--- src/sv/udbm_pkg.sv ---
// ----------------------------------------------------------------------------
// udbm_pkg
// Types, constants and helper functions shared by the url decode and
// blacklist matcher modules.
// ----------------------------------------------------------------------------
`default_nettype none

package udbm_pkg;

  localparam int BUFFER_BYTES = 4096;
  localparam int RAW_LIMIT    = BUFFER_BYTES - 1;
  localparam int CNT_W        = $clog2(BUFFER_BYTES);

  localparam int PAT_N  = 12;
  localparam int HIST_N = 11;
  localparam int WIN_N  = HIST_N + 1;
  localparam int IDX_W  = 4;

  localparam logic [IDX_W-1:0] MATCH_NONE = IDX_W'(PAT_N);

  localparam logic [7:0] CH_PCT   = 8'h25;
  localparam logic [7:0] CH_PLUS  = 8'h2B;
  localparam logic [7:0] CH_SPACE = 8'h20;

  // patterns right aligned, last character in the low byte
  typedef logic [WIN_N*8-1:0] pat_t;

  localparam pat_t PAT_TEXT [PAT_N] = '{
    "<script>", "javascript:", "onerror=", "OR 1=1",
    "DROP TABLE", "UNION SELECT", "../", "/etc/passwd",
    "cmd.exe", "/admin", "/phpmyadmin", "/.env"
  };

  localparam logic [3:0] PAT_LEN [PAT_N] = '{
    4'd8, 4'd11, 4'd8, 4'd6, 4'd10, 4'd12, 4'd3, 4'd11, 4'd7, 4'd6, 4'd11, 4'd5
  };

  typedef enum logic [2:0] {
    PH_IDLE = 3'b001,
    PH_PCT  = 3'b010,
    PH_HELD = 3'b100
  } phase_e;

  typedef struct packed {
    logic [7:0] raw_byte;
    logic       last;
  } in_t;

  typedef struct packed {
    logic             allowed;
    logic [IDX_W-1:0] match_index;
  } out_t;

  // up to two decoded bytes per transaction, e0 is the older one
  typedef struct packed {
    logic       e0_v;
    logic [7:0] e0_b;
    logic       e1_v;
    logic [7:0] e1_b;
  } emit_t;

  typedef struct packed {
    logic clear;
    logic sh1;
    logic sh2;
  } hist_ctl_t;

  function automatic logic [3:0] hex_val_f(input logic [7:0] c);
    logic [3:0] v;
    v = 4'd0;
    if (c >= "0" && c <= "9") begin
      v = 4'(c - "0");
    end else if (c >= "a" && c <= "f") begin
      v = 4'(c - "a" + 8'd10);
    end else if (c >= "A" && c <= "F") begin
      v = 4'(c - "A" + 8'd10);
    end
    return v;
  endfunction

  // window byte 0 is the newest decoded byte
  function automatic logic [PAT_N-1:0] match_f(input logic [WIN_N-1:0][7:0] win);
    logic [PAT_N-1:0] hit;
    logic             ok;
    hit = '0;
    for (int p = 0; p < PAT_N; p++) begin
      ok = 1'b1;
      for (int k = 0; k < WIN_N; k++) begin
        if (k < int'(PAT_LEN[p]) && win[k] != PAT_TEXT[p][k*8 +: 8]) begin
          ok = 1'b0;
        end
      end
      hit[p] = ok;
    end
    return hit;
  endfunction

  function automatic logic [IDX_W-1:0] prio_f(input logic [PAT_N-1:0] h);
    logic [IDX_W-1:0] idx;
    idx = MATCH_NONE;
    for (int p = PAT_N - 1; p >= 0; p--) begin
      if (h[p]) begin
        idx = IDX_W'(p);
      end
    end
    return idx;
  endfunction

endpackage

`default_nettype wire

--- src/sv/udbm_decode.sv ---
// ----------------------------------------------------------------------------
// udbm_decode
// Percent and plus decoder front end with byte limit and end-of-string
// handling; yields up to two decoded bytes per transaction.
// ----------------------------------------------------------------------------
`default_nettype none

module udbm_decode
  import udbm_pkg::*;
(
  input  wire logic  clk_i,
  input  wire logic  rst_ni,
  input  wire logic  accept_i,
  input  wire in_t   in_data_i,
  output emit_t      emit_o
);

  localparam logic [CNT_W-1:0] LIMIT_CNT = CNT_W'(RAW_LIMIT);
  localparam logic [CNT_W-1:0] FINAL_CNT = CNT_W'(RAW_LIMIT - 1);

  phase_e           ph_q, ph_d;
  logic [7:0]       held_q, held_d;
  logic             ended_q, ended_d;
  logic [CNT_W-1:0] cnt_q, cnt_d;
  logic             fin;
  logic [7:0]       dec;
  logic [7:0]       raw;
  emit_t            em;

  assign raw = in_data_i.raw_byte;
  assign dec = {hex_val_f(held_q), hex_val_f(raw)};

  always_comb begin
    ph_d    = ph_q;
    held_d  = held_q;
    ended_d = ended_q;
    cnt_d   = cnt_q;
    em      = '0;
    fin     = 1'b0;
    if (accept_i) begin
      fin = in_data_i.last;
      if (!ended_q && cnt_q != LIMIT_CNT) begin
        cnt_d = cnt_q + 1'b1;
        if (cnt_q == FINAL_CNT) begin
          fin = 1'b1;
        end
        if (raw == 8'd0) begin
          fin = 1'b1;
        end else begin
          case (ph_q)
            PH_IDLE: begin
              if (raw == CH_PCT) begin
                ph_d = PH_PCT;
              end else begin
                em.e0_v = 1'b1;
                em.e0_b = (raw == CH_PLUS) ? CH_SPACE : raw;
              end
            end
            PH_PCT: begin
              held_d = raw;
              ph_d   = PH_HELD;
            end
            PH_HELD: begin
              ph_d   = PH_IDLE;
              held_d = 8'd0;
              if (dec == 8'd0) begin
                ended_d = 1'b1;
              end else begin
                em.e0_v = 1'b1;
                em.e0_b = dec;
              end
            end
            default: begin
              ph_d = PH_IDLE;
            end
          endcase
        end
      end
      // flush an unfinished escape as literal text
      if (fin) begin
        if (!ended_d) begin
          if (ph_d != PH_IDLE) begin
            em.e0_v = 1'b1;
            em.e0_b = CH_PCT;
          end
          if (ph_d == PH_HELD) begin
            em.e1_v = 1'b1;
            em.e1_b = (held_d == CH_PLUS) ? CH_SPACE : held_d;
          end
        end
        ph_d    = PH_IDLE;
        held_d  = 8'd0;
        ended_d = 1'b1;
      end
      if (in_data_i.last) begin
        ph_d    = PH_IDLE;
        held_d  = 8'd0;
        ended_d = 1'b0;
        cnt_d   = '0;
      end
    end
  end

  always_ff @(posedge clk_i or negedge rst_ni) begin
    if (!rst_ni) begin
      ph_q    <= PH_IDLE;
      held_q  <= 8'd0;
      ended_q <= 1'b0;
      cnt_q   <= '0;
    end else begin
      ph_q    <= ph_d;
      held_q  <= held_d;
      ended_q <= ended_d;
      cnt_q   <= cnt_d;
    end
  end

  assign emit_o = em;

endmodule

`default_nettype wire

--- src/sv/udbm_cell.sv ---
// ----------------------------------------------------------------------------
// udbm_cell
// One history cell of the decoded byte chain; clears, or shifts by zero, one
// or two positions per cycle.
// ----------------------------------------------------------------------------
`default_nettype none

module udbm_cell
  import udbm_pkg::*;
(
  input  wire logic       clk_i,
  input  wire logic       rst_ni,
  input  wire hist_ctl_t  ctl_i,
  input  wire logic [7:0] nb1_i,
  input  wire logic [7:0] nb2_i,
  output logic      [7:0] q_o
);

  logic [7:0] byte_q, byte_d;

  always_comb begin
    byte_d = byte_q;
    if (ctl_i.clear) begin
      byte_d = 8'd0;
    end else if (ctl_i.sh2) begin
      byte_d = nb2_i;
    end else if (ctl_i.sh1) begin
      byte_d = nb1_i;
    end
  end

  always_ff @(posedge clk_i or negedge rst_ni) begin
    if (!rst_ni) begin
      byte_q <= 8'd0;
    end else begin
      byte_q <= byte_d;
    end
  end

  assign q_o = byte_q;

endmodule

`default_nettype wire

--- src/sv/udbm_match.sv ---
// ----------------------------------------------------------------------------
// udbm_match
// Parallel pattern compare on each decoded byte against the history chain,
// with sticky hit flags.
// ----------------------------------------------------------------------------
`default_nettype none

module udbm_match
  import udbm_pkg::*;
(
  input  wire logic                   clk_i,
  input  wire logic                   rst_ni,
  input  wire emit_t                  emit_i,
  input  wire logic [HIST_N-1:0][7:0] hist_i,
  input  wire logic                   clear_i,
  output logic      [PAT_N-1:0]       hits_o
);

  logic [PAT_N-1:0]       hit_q, hit_d;
  logic [WIN_N-1:0][7:0]  win0, win1;
  logic [PAT_N-1:0]       new0, new1;
  logic [PAT_N-1:0]       hits_now;

  assign win0 = {hist_i, emit_i.e0_b};
  assign win1 = {hist_i[HIST_N-2:0], emit_i.e0_b, emit_i.e1_b};

  assign new0 = emit_i.e0_v ? match_f(win0) : '0;
  assign new1 = emit_i.e1_v ? match_f(win1) : '0;

  assign hits_now = hit_q | new0 | new1;
  assign hit_d    = clear_i ? '0 : hits_now;

  always_ff @(posedge clk_i or negedge rst_ni) begin
    if (!rst_ni) begin
      hit_q <= '0;
    end else begin
      hit_q <= hit_d;
    end
  end

  assign hits_o = hits_now;

endmodule

`default_nettype wire

--- src/sv/url_decode_blacklist_matcher_core.sv ---
// ----------------------------------------------------------------------------
// url_decode_blacklist_matcher_core
// URL decoder with a twelve pattern blacklist matcher over the decoded text.
// ----------------------------------------------------------------------------
// usage
//   input channel carries one raw request byte per transaction plus a last
//   flag; one transaction per cycle while ready, every byte decoded and
//   matched in the cycle it is taken
//   only the transaction flagged last yields a result: allowed and the lowest
//   matched pattern index (12 when none); it is captured in the output
//   register when the last byte is accepted, clearing all request state
//   decoded history lives in a chain of eleven byte cells that shifts by up
//   to two bytes per cycle (a flushed unfinished escape gives two bytes)
//   non-last bytes are accepted even while a result waits; a last byte waits
//   only while the output register is full and not being taken
//   reset clears decoder, history, hit flags and the output valid flag, not
//   the output data register; the block is ready straight after reset
// ----------------------------------------------------------------------------
`default_nettype none

module url_decode_blacklist_matcher_core
  import udbm_pkg::*;
(
  input  wire logic clk_i,
  input  wire logic rst_ni,
  input  wire logic in_valid_i,
  output logic      in_ready_o,
  input  wire in_t  in_data_i,
  output logic      out_valid_o,
  input  wire logic out_ready_i,
  output out_t      out_data_o
);

  logic                   accept;
  logic                   last_acc;
  emit_t                  emit;
  hist_ctl_t              hctl;
  logic [HIST_N-1:0][7:0] hist;
  logic [PAT_N-1:0]       hits;
  logic                   out_valid_q, out_valid_d;
  out_t                   out_q, out_d;

  assign in_ready_o = !out_valid_q || out_ready_i || !in_data_i.last;
  assign accept     = in_valid_i && in_ready_o;
  assign last_acc   = accept && in_data_i.last;

  udbm_decode u_decode (
    .clk_i     (clk_i),
    .rst_ni    (rst_ni),
    .accept_i  (accept),
    .in_data_i (in_data_i),
    .emit_o    (emit)
  );

  assign hctl.clear = last_acc;
  assign hctl.sh2   = emit.e1_v;
  assign hctl.sh1   = emit.e0_v && !emit.e1_v;

  for (genvar k = 0; k < HIST_N; k++) begin : g_cell
    logic [7:0] nb1, nb2;
    if (k == 0) begin : g_head
      assign nb1 = emit.e0_b;
      assign nb2 = emit.e1_b;
    end else if (k == 1) begin : g_second
      assign nb1 = hist[0];
      assign nb2 = emit.e0_b;
    end else begin : g_body
      assign nb1 = hist[k-1];
      assign nb2 = hist[k-2];
    end
    udbm_cell u_cell (
      .clk_i  (clk_i),
      .rst_ni (rst_ni),
      .ctl_i  (hctl),
      .nb1_i  (nb1),
      .nb2_i  (nb2),
      .q_o    (hist[k])
    );
  end

  udbm_match u_match (
    .clk_i   (clk_i),
    .rst_ni  (rst_ni),
    .emit_i  (emit),
    .hist_i  (hist),
    .clear_i (last_acc),
    .hits_o  (hits)
  );

  always_comb begin
    out_valid_d = out_valid_q;
    out_d       = out_q;
    if (out_ready_i) begin
      out_valid_d = 1'b0;
    end
    if (last_acc) begin
      out_valid_d       = 1'b1;
      out_d.allowed     = (hits == '0);
      out_d.match_index = prio_f(hits);
    end
  end

  always_ff @(posedge clk_i or negedge rst_ni) begin
    if (!rst_ni) begin
      out_valid_q <= 1'b0;
    end else begin
      out_valid_q <= out_valid_d;
    end
  end

  always_ff @(posedge clk_i) begin
    out_q <= out_d;
  end

  assign out_valid_o = out_valid_q;
  assign out_data_o  = out_q;

endmodule

`default_nettype wire

--- config.mk ---
export PLATFORM = sky130hd
export DESIGN_NAME = url_decode_blacklist_matcher_core
export DESIGN_NICKNAME = d
export VERILOG_FILES = /design/src/sv/udbm_pkg.sv /design/src/sv/udbm_decode.sv /design/src/sv/udbm_cell.sv /design/src/sv/udbm_match.sv /design/src/sv/url_decode_blacklist_matcher_core.sv
export SDC_FILE = /design/constraint.sdc
export NUM_CORES = 1
export LEC_CHECK = 0
export CAP_MARGIN = 20
export CORE_MARGIN = 3
export CORE_UTILIZATION = 65
export CTS_BUF_LIST = sky130_fd_sc_hd__clkbuf_4 sky130_fd_sc_hd__clkbuf_8 sky130_fd_sc_hd__clkbuf_16
export CTS_CLUSTER_SIZE = 16
export DETAILED_ROUTE_END_ITERATION = 10
export DONT_BUFFER_PORTS = 1
export PLACE_DENSITY = 0.81
export SETUP_SLACK_MARGIN = 0.02
export SLEW_MARGIN = 40
export SYNTH_ARGS = -nofsm -noshare
export SYNTH_HDL_FRONTEND = slang
export SYNTH_SLANG_ARGS = --single-unit
--- constraint.sdc ---
create_clock -name clk_i -period 8 [get_ports clk_i]
set_clock_uncertainty 0.2 [all_clocks]
set_input_delay 1.2 -clock clk_i [delete_from_list [all_inputs] [get_ports clk_i]]
set_output_delay 1.2 -clock clk_i [all_outputs]
set_load 0.05 [all_outputs]
; After elaboration in Yosys (flattened, before gate mapping)
; Cells that the tools add are included.
[totals]
output_inout_bits = 7
inputBits = 13
wordCells = 512
ff_bits = 130
[op_classes]
n_mux = 279
bitwise = 2
n_eq_ne = 160
n_lt_le_gt_ge = 12
add_sub_neg = 11
n_reduce_logical = 26
[op_table]
columns = op, count
row1 = "inequality test 8 x 7 -> 1 bit, second input constant", 120
row2 = two-way mux 8 bit, 40
row3 = "inequality test 8 x 6 -> 1 bit, second input constant", 30
row4 = two-way mux 1 bit, 200
row5 = two-way mux 12 bit, 5
row6 = two-way mux 18 bit, 3
row7 = two-way mux 9 bit, 6
row8 = two-way mux 4 bit, 9
row9 = two-way mux 3 bit, 11
row10 = "greater-or-equal comparator 8 x 7 -> 1 bit, second input constant", 4
row11 = "<= comparator 8 x 7 -> 1 bit, second input constant", 4
row12 = "== test 8 x 6 -> 1 bit, second input constant", 3
row13 = OR 12 bit, 2
row14 = "subtractor 4 x 1 -> 4 bit, second input constant", 6
row15 = case mux 9 bit (2 select lines), 1
row16 = "adder 4 bit, second input constant", 4
row17 = "greater-or-equal comparator 8 x 6 -> 1 bit, second input constant", 2
row18 = "<= comparator 8 x 6 -> 1 bit, second input constant", 2
row19 = zero test 8 bit, 2
row20 = case mux 8 bit (2 select lines), 1
row21 = "adder 12 x 1 -> 12 bit, second input constant", 1
row22 = "== test 12 bit, second input constant", 1
row23 = zero test 12 bit, 1
row24 = "inequality test 12 bit, second input constant", 1
row25 = 15 further kinds, 31

; Logic depth before layout (Yosys ltp)
[depth]
depth_word = 41
depth_mapped = 14
ltp_nobuf = 11

; Modules after synthesis
; Synthesis repeated with hierarchy kept, for this count alone.
[unflattened]
cells_unflattened = 1060
area_unflattened_um2 = 9601.7
[by_module_without_submodules]
columns = mod, cells_per_inst, n_inst, area_per_inst_um2
row1 = udbm_cell, 35, 11, 409.1
row2 = udbm_match, 360, 1, 2542.4
row3 = udbm_decode, 279, 1, 2218.4
row4 = url_decode_blacklist_matcher_core, 36, 1, 340.3

; Least setup slack after synthesis
; Ideal clock, no wire load.
[synth_path]
kind = in2reg
startpoint = input port in_data_i[1] in the netlist's numbering
endpoint = register out_q, in the netlist out_data_o[0], data pin
path_slack_ps = 3447
stages = 12
path_buffers = 1
arrival_time_ps = 4087
required_ps = 7534
setup_ps = 266
cell_sequence = clkbuf_8 -> inv_1 -> ha_1 -> or2b_2 -> a311oi_4 -> a211oi_4 -> or4_4 -> a2111oi_4 -> a41oi_2 -> nor2b_1 -> a221oi_2 -> o22ai_1
[synth_via]
elab_chain_len = 39
[synth_rtl]
columns = item, line
row1 = from (decl), url_decode_blacklist_matcher_core.sv:28  ; input wire in_t in_data_i,
row2 = "subtractor 4 x 1 -> 4 bit, or another cell as far along", "udbm_pkg.sv:74, udbm_pkg.sv:76"
row3 = adder 4 bit or logical AND 1 bit (tied branches), "udbm_pkg.sv:74, udbm_pkg.sv:76, udbm_pkg.sv:75"
row4 = two-way mux 4 bit, udbm_pkg.sv:75  ; end else if (c >= "A" && c <= "F") begin
row5 = two-way mux 4 bit, udbm_pkg.sv:73  ; end else if (c >= "a" && c <= "f") begin
row6 = two-way mux 4 bit, udbm_pkg.sv:71  ; if (c >= "0" && c <= "9") begin
row7 = zero test 8 bit, udbm_decode.sv:66  ; if (dec == 8'd0) begin
row8 = two-way mux 9 bit or two-way mux 1 bit (tied branches), udbm_decode.sv:66
row9 = case mux 9 bit (2 select lines) or two-way mux 1 bit (tied branches), udbm_decode.sv:50  ; case (ph_q)
row10 = [7 not listed], -
row11 = two-way mux 1 bit (11 in series), udbm_pkg.sv:89  ; if (k < int'(PAT_LEN[p]) && win[k] != PAT_TEXT[p][k*8 +: 8]) begin
row12 = two-way mux 12 bit, udbm_match.sv:27  ; assign new0 = emit_i.e0_v ? match_f(win0) : '0;
row13 = OR 12 bit, udbm_match.sv:30  ; assign hits_now = hit_q | new0 | new1;
row14 = OR 12 bit (*), udbm_match.sv:30
row15 = two-way mux 4 bit (3 in series), udbm_pkg.sv:102  ; if (h[p]) begin
row16 = two-way mux 3 bit (4 in series), udbm_pkg.sv:102
row17 = two-way mux 2 bit (2 in series), udbm_pkg.sv:102
row18 = two-way mux 1 bit, udbm_pkg.sv:102
row19 = to (signal assigned), url_decode_blacklist_matcher_core.sv:112  ; out_q <= out_d;
row20 = to (decl), url_decode_blacklist_matcher_core.sv:41  ; out_t out_q, out_d;
; Mark *: on every way between the ends. The rest lies on a longest branch, timed or not. The select of a mux whose other input is x is not followed.
; A chain may end at the register's enable or synchronous reset.

; Final worst setup path
[layout_path]
startpoint = input port out_ready_i
endpoint = register out_q, in the netlist out_data_o[2], data pin
[layout_via]
elab_chain_len = 26
[layout_rtl]
columns = item, line
row1 = from (decl), url_decode_blacklist_matcher_core.sv:30  ; input wire logic out_ready_i,
row2 = logical OR 1 bit (*) (2 in series), url_decode_blacklist_matcher_core.sv:43  ; assign in_ready_o = !out_valid_q || out_ready_i || !in_data_i.last;
row3 = logical AND 1 bit (*), url_decode_blacklist_matcher_core.sv:44  ; assign accept = in_valid_i && in_ready_o;
row4 = two-way mux 18 bit (*), udbm_decode.sv:40  ; if (accept_i) begin
row5 = inequality test 8 x 7 -> 1 bit, udbm_pkg.sv:89
row6 = two-way mux 1 bit (11 in series), udbm_pkg.sv:89
row7 = two-way mux 12 bit, udbm_match.sv:27
row8 = OR 12 bit, udbm_match.sv:30
row9 = OR 12 bit (*), udbm_match.sv:30
row10 = two-way mux 4 bit (3 in series), udbm_pkg.sv:102
row11 = two-way mux 3 bit (4 in series), udbm_pkg.sv:102
; Mark *: on every way between the ends. The rest lies on a longest branch, timed or not.

==> out/metrics.json <==
{
  "outcome": {"value": "finished clean"},
  "final_layout_size_suffix_gt1_share": {"value": 8.990, "unit": "%"},
  "clk_pin_slew_worst_paths": {"value": 70, "unit": "ps"},
  "async_flop_share": {"value": 96.15, "unit": "%"},
  "antenna_found_initial": {"value": 0},
  "timing_hold_violations_final": {"value": 0},
  "r2r_start": {"value": "out_valid_o"},
  "rows": {"value": 41},
  "cts.root.buffer_cell": {"value": "sky130_fd_sc_hd__clkbuf_16"},
  "post-dp-hpwl": {"value": 17250, "unit": "um"},
  "most-common-layout-cells": {"value": "sky130_fd_sc_hd__nor2_1 (142), sky130_fd_sc_hd__dfrtp_1 (124), sky130_fd_sc_hd__a211oi_1 (78)"},
  "first_global_vias": {"value": 7327},
  "number_of_i_o_port_buffers": {"value": 0},
  "yosys_warnings": {"value": 0},
  "grt_util_all_layers": {"value": 35.90, "unit": "%"},
  "synthesis.instances": {"value": 929},
  "start_kind": {"value": "primary input"},
  "fp.dieH": {"value": 120.3, "unit": "um"},
  "cts_stage_hold_buffer_count": {"value": 0},
  "synth_ff_type": {"value": "sky130_fd_sc_hd__dfrtp_1"},
  "max_vdd_drop": {"value": 0.0002077, "unit": "V"},
  "stdcell_count": {"value": 1073},
  "dp_cells": {"value": 1040},
  "synth.yosys.seq_area_share": {"value": 38.64, "unit": "%"},
  "period_share": {"value": 59.64, "unit": "%"},
  "critical_path.reg2reg.endpoint": {"value": "out_data_o[2]"},
  "total_leakage_power": {"value": 0.003946, "unit": "uW"},
  "post_cts_setup_buffer_count": {"value": 0},
  "detail_route.drc_violations": {"value": 0},
  "grt_setup_unrepaired": {"value": "false"},
  "worst-endpoint-arrival": {"value": 4750, "unit": "ps"},
  "synth_top_area_cell": {"value": "sky130_fd_sc_hd__dfrtp_1"},
  "layout-area-overhead-vs-synth": {"value": 6.693, "unit": "%"},
  "setup-tns-final": {"value": 0, "unit": "ps"},
  "drt_wl_total": {"value": 25270, "unit": "um"},
  "overflow_left_after_global_routing": {"value": 0},
  "timing_worst_setup_path_type": {"value": "in -> reg"},
  "design.die.area": {"value": 14460, "unit": "um2"},
  "max_slew_margin": {"value": 46.09, "unit": "%"},
  "crit_fanout": {"value": 10},
  "yosys_register_bits": {"value": 130},
  "syn_avg_cell_area": {"value": 9.136, "unit": "um2"},
  "n_antenna_cell": {"value": 0},
  "antenna_left": {"value": 0},
  "ios": {"value": 20},
  "end_kind": {"value": "register"},
  "cts_repair_resize_count": {"value": 0},
  "detailedRoute.firstIterationViolations": {"value": 1126},
  "hold_ws": {"value": 272.4, "unit": "ps"},
  "tightestPinTransition": {"value": 808.6, "unit": "ps"},
  "ys_types": {"value": 95},
  "p_per_area": {"value": 211.6, "unit": "nW/um2"},
  "min_path_type": {"value": "in -> async"},
  "num-nets-final": {"value": 910},
  "design.core.area": {"value": 12670, "unit": "um2"},
  "report.final.setup_viol": {"value": 0},
  "gpl.final_weighted_congestion": {"value": 1.052},
  "global_route_wire_length_before_repair": {"value": 40630, "unit": "um"},
  "die-width": {"value": 120.3, "unit": "um"},
  "finalCriticalPeriod": {"value": 4772, "unit": "ps"},
  "post_drt_via_cell_ratio": {"value": 7.195},
  "util_after_layout": {"value": 71.46, "unit": "%"},
  "max_freq": {"value": 209.6, "unit": "MHz"},
  "syn-cell-area": {"value": 8487, "unit": "um2"},
  "timing.reg2reg.setup_slack": {"value": 3310, "unit": "ps"},
  "initial_core_util": {"value": 66.98, "unit": "%"},
  "crit_end": {"value": "out_data_o[2]"},
  "vias": {"value": 7720},
  "maxSlewViolCount": {"value": 0},
  "yosysTopAreaCellShare": {"value": 36.56, "unit": "%"},
  "cts.sinks": {"value": 130},
  "ctsLongestPathBuffers": {"value": 2},
  "edff_count_synth": {"value": 5},
  "tritoncts_clock_tree": {"value": "built"},
  "wire_per_inst": {"value": 23.55, "unit": "um"},
  "grt_max_degree": {"value": 126},
  "number_of_buffers_created_by_cts": {"value": 17},
  "h_tree_level_count": {"value": 4},
  "mostFrequentLayoutCell": {"value": "sky130_fd_sc_hd__nor2_1"},
  "critical_path_required": {"value": 7970, "unit": "ps"},
  "clk_latency": {"value": 420, "unit": "ps"},
  "drv.max_cap_violation_count": {"value": 0},
  "totalPowerFinal": {"value": 1916, "unit": "uW"},
  "reg2regPathDepth": {"value": 9},
  "worst_setup_path_startpoint": {"value": "out_ready_i"},
  "post_synth_main_area_contributors": {"value": "sky130_fd_sc_hd__dfrtp_1 (37%), sky130_fd_sc_hd__mux2i_1 (7.9%), sky130_fd_sc_hd__a211oi_1 (6.9%), sky130_fd_sc_hd__nor2_1 (6.3%), sky130_fd_sc_hd__clkbuf_1 (2.3%)"},
  "synth_fp_nets": {"value": 951},
  "drtPass1Iterations": {"value": 6}
}
worst min-delay path by stage:
stage	to	slack, ps	cells past startpoint
2_1_floorplan	u_match.hit_q[6]	260	2
3_3_place_gp	u_match.hit_q[6]	280	2
3_5_place_dp	u_match.hit_q[6]	280	2
4_1_cts	u_decode.held_q[6]	260	0
5_1_grt	u_decode.held_q[1]	260	0
6_report	g_cell[0].u_cell.q_o[6]	270	0
cell type report:
class / count / area, um2
multi-input cells: 713 / 4845
fillers: 966 / 3616
flip-flops and latches: 130 / 3279
clock buffers: 18 / 432.9
well taps: 172 / 215.2
clock inverters: 14 / 143.9
inverters: 20 / 76.32
repair buffers: 6 / 62.56
metrics by stage:
step                      cell area [um2]  worst slack [ps]
after floorplan                      8487              3447
after global placement               8449              3024
after detailed placement             8457              2894
after CTS                            9034              3301
after global routing                 9055              3027
final                                9055              3228
worst max-delay path, cell delays in order:
cell	delay [ps]
sky130_fd_sc_hd__nand3b_1	450
sky130_fd_sc_hd__nand2_1	420
sky130_fd_sc_hd__a2111oi_4	710
sky130_fd_sc_hd__nand3_1	340
sky130_fd_sc_hd__a2111oi_0	740
sky130_fd_sc_hd__a41oi_1	360
sky130_fd_sc_hd__nand2_1	200
sky130_fd_sc_hd__nor3_1	80
sky130_fd_sc_hd__o31a_1	230
power breakdown:
group          total [uW]  switching, uW  internal, uW
logic                 268            153           115
registers             884            149           736
clock network         763            323           440
sequential cells by signal (all words and copies together) (netlist names):
register	flops
g_cell.u_cell.q_o	88
u_decode.cnt_q	12
u_match.hit_q	12
u_decode.held_q	8
out_data_o	5
u_decode.ph_q	3
out_valid_o	1
u_decode.ended_q	1
synth_stat cells, drive strengths merged (7+ instances only):
cell type / instances
nor3: 23
nor2: 143
nor4: 22
o22ai: 7
clkbuf: 55
nor4b: 8
a2111oi: 9
inv: 20
a22oi: 8
xor2: 8
o21ai: 12
or3: 7
nand4: 27
nor2b: 9
a21oi: 29
buf: 11
and3: 13
a211oi: 79
nand3: 24
ha: 9
nand2: 49
a41oi: 10
nor3b: 13
nand2b: 13
dfrtp: 124
and2: 9
mux2i: 67
and4: 9
cells by family (layout without fill, tap and decap cells):
family | Yosys count | after routing | share of synthesized area (%)
AND/OR/NAND/NOR | 411 | 411 | 26.20
AO/OA/AOI/OAI | 214 | 214 | 20.15
XOR/XNOR | 11 | 11 | 1.135
flip-flops | 130 | 130 | 38.64
buffers and inverters | 86 | 58 | 4.511
multiplexers | 68 | 68 | 8.035
adder cells (fa/ha/maj) | 9 | 9 | 1.327
metal layers:
layer	part of all wire, %	routed length, um	global-route usage (%)	vias up
li1	-	-	-	3452
met1	44	11120	53.81	3797
met2	44	11160	51.77	411
met3	9.0	2284	7.717	60
met4	2.8	696	12.39	0
met5	0	0	0	-
Note: power is estimated with default switching activity, not from simulation.
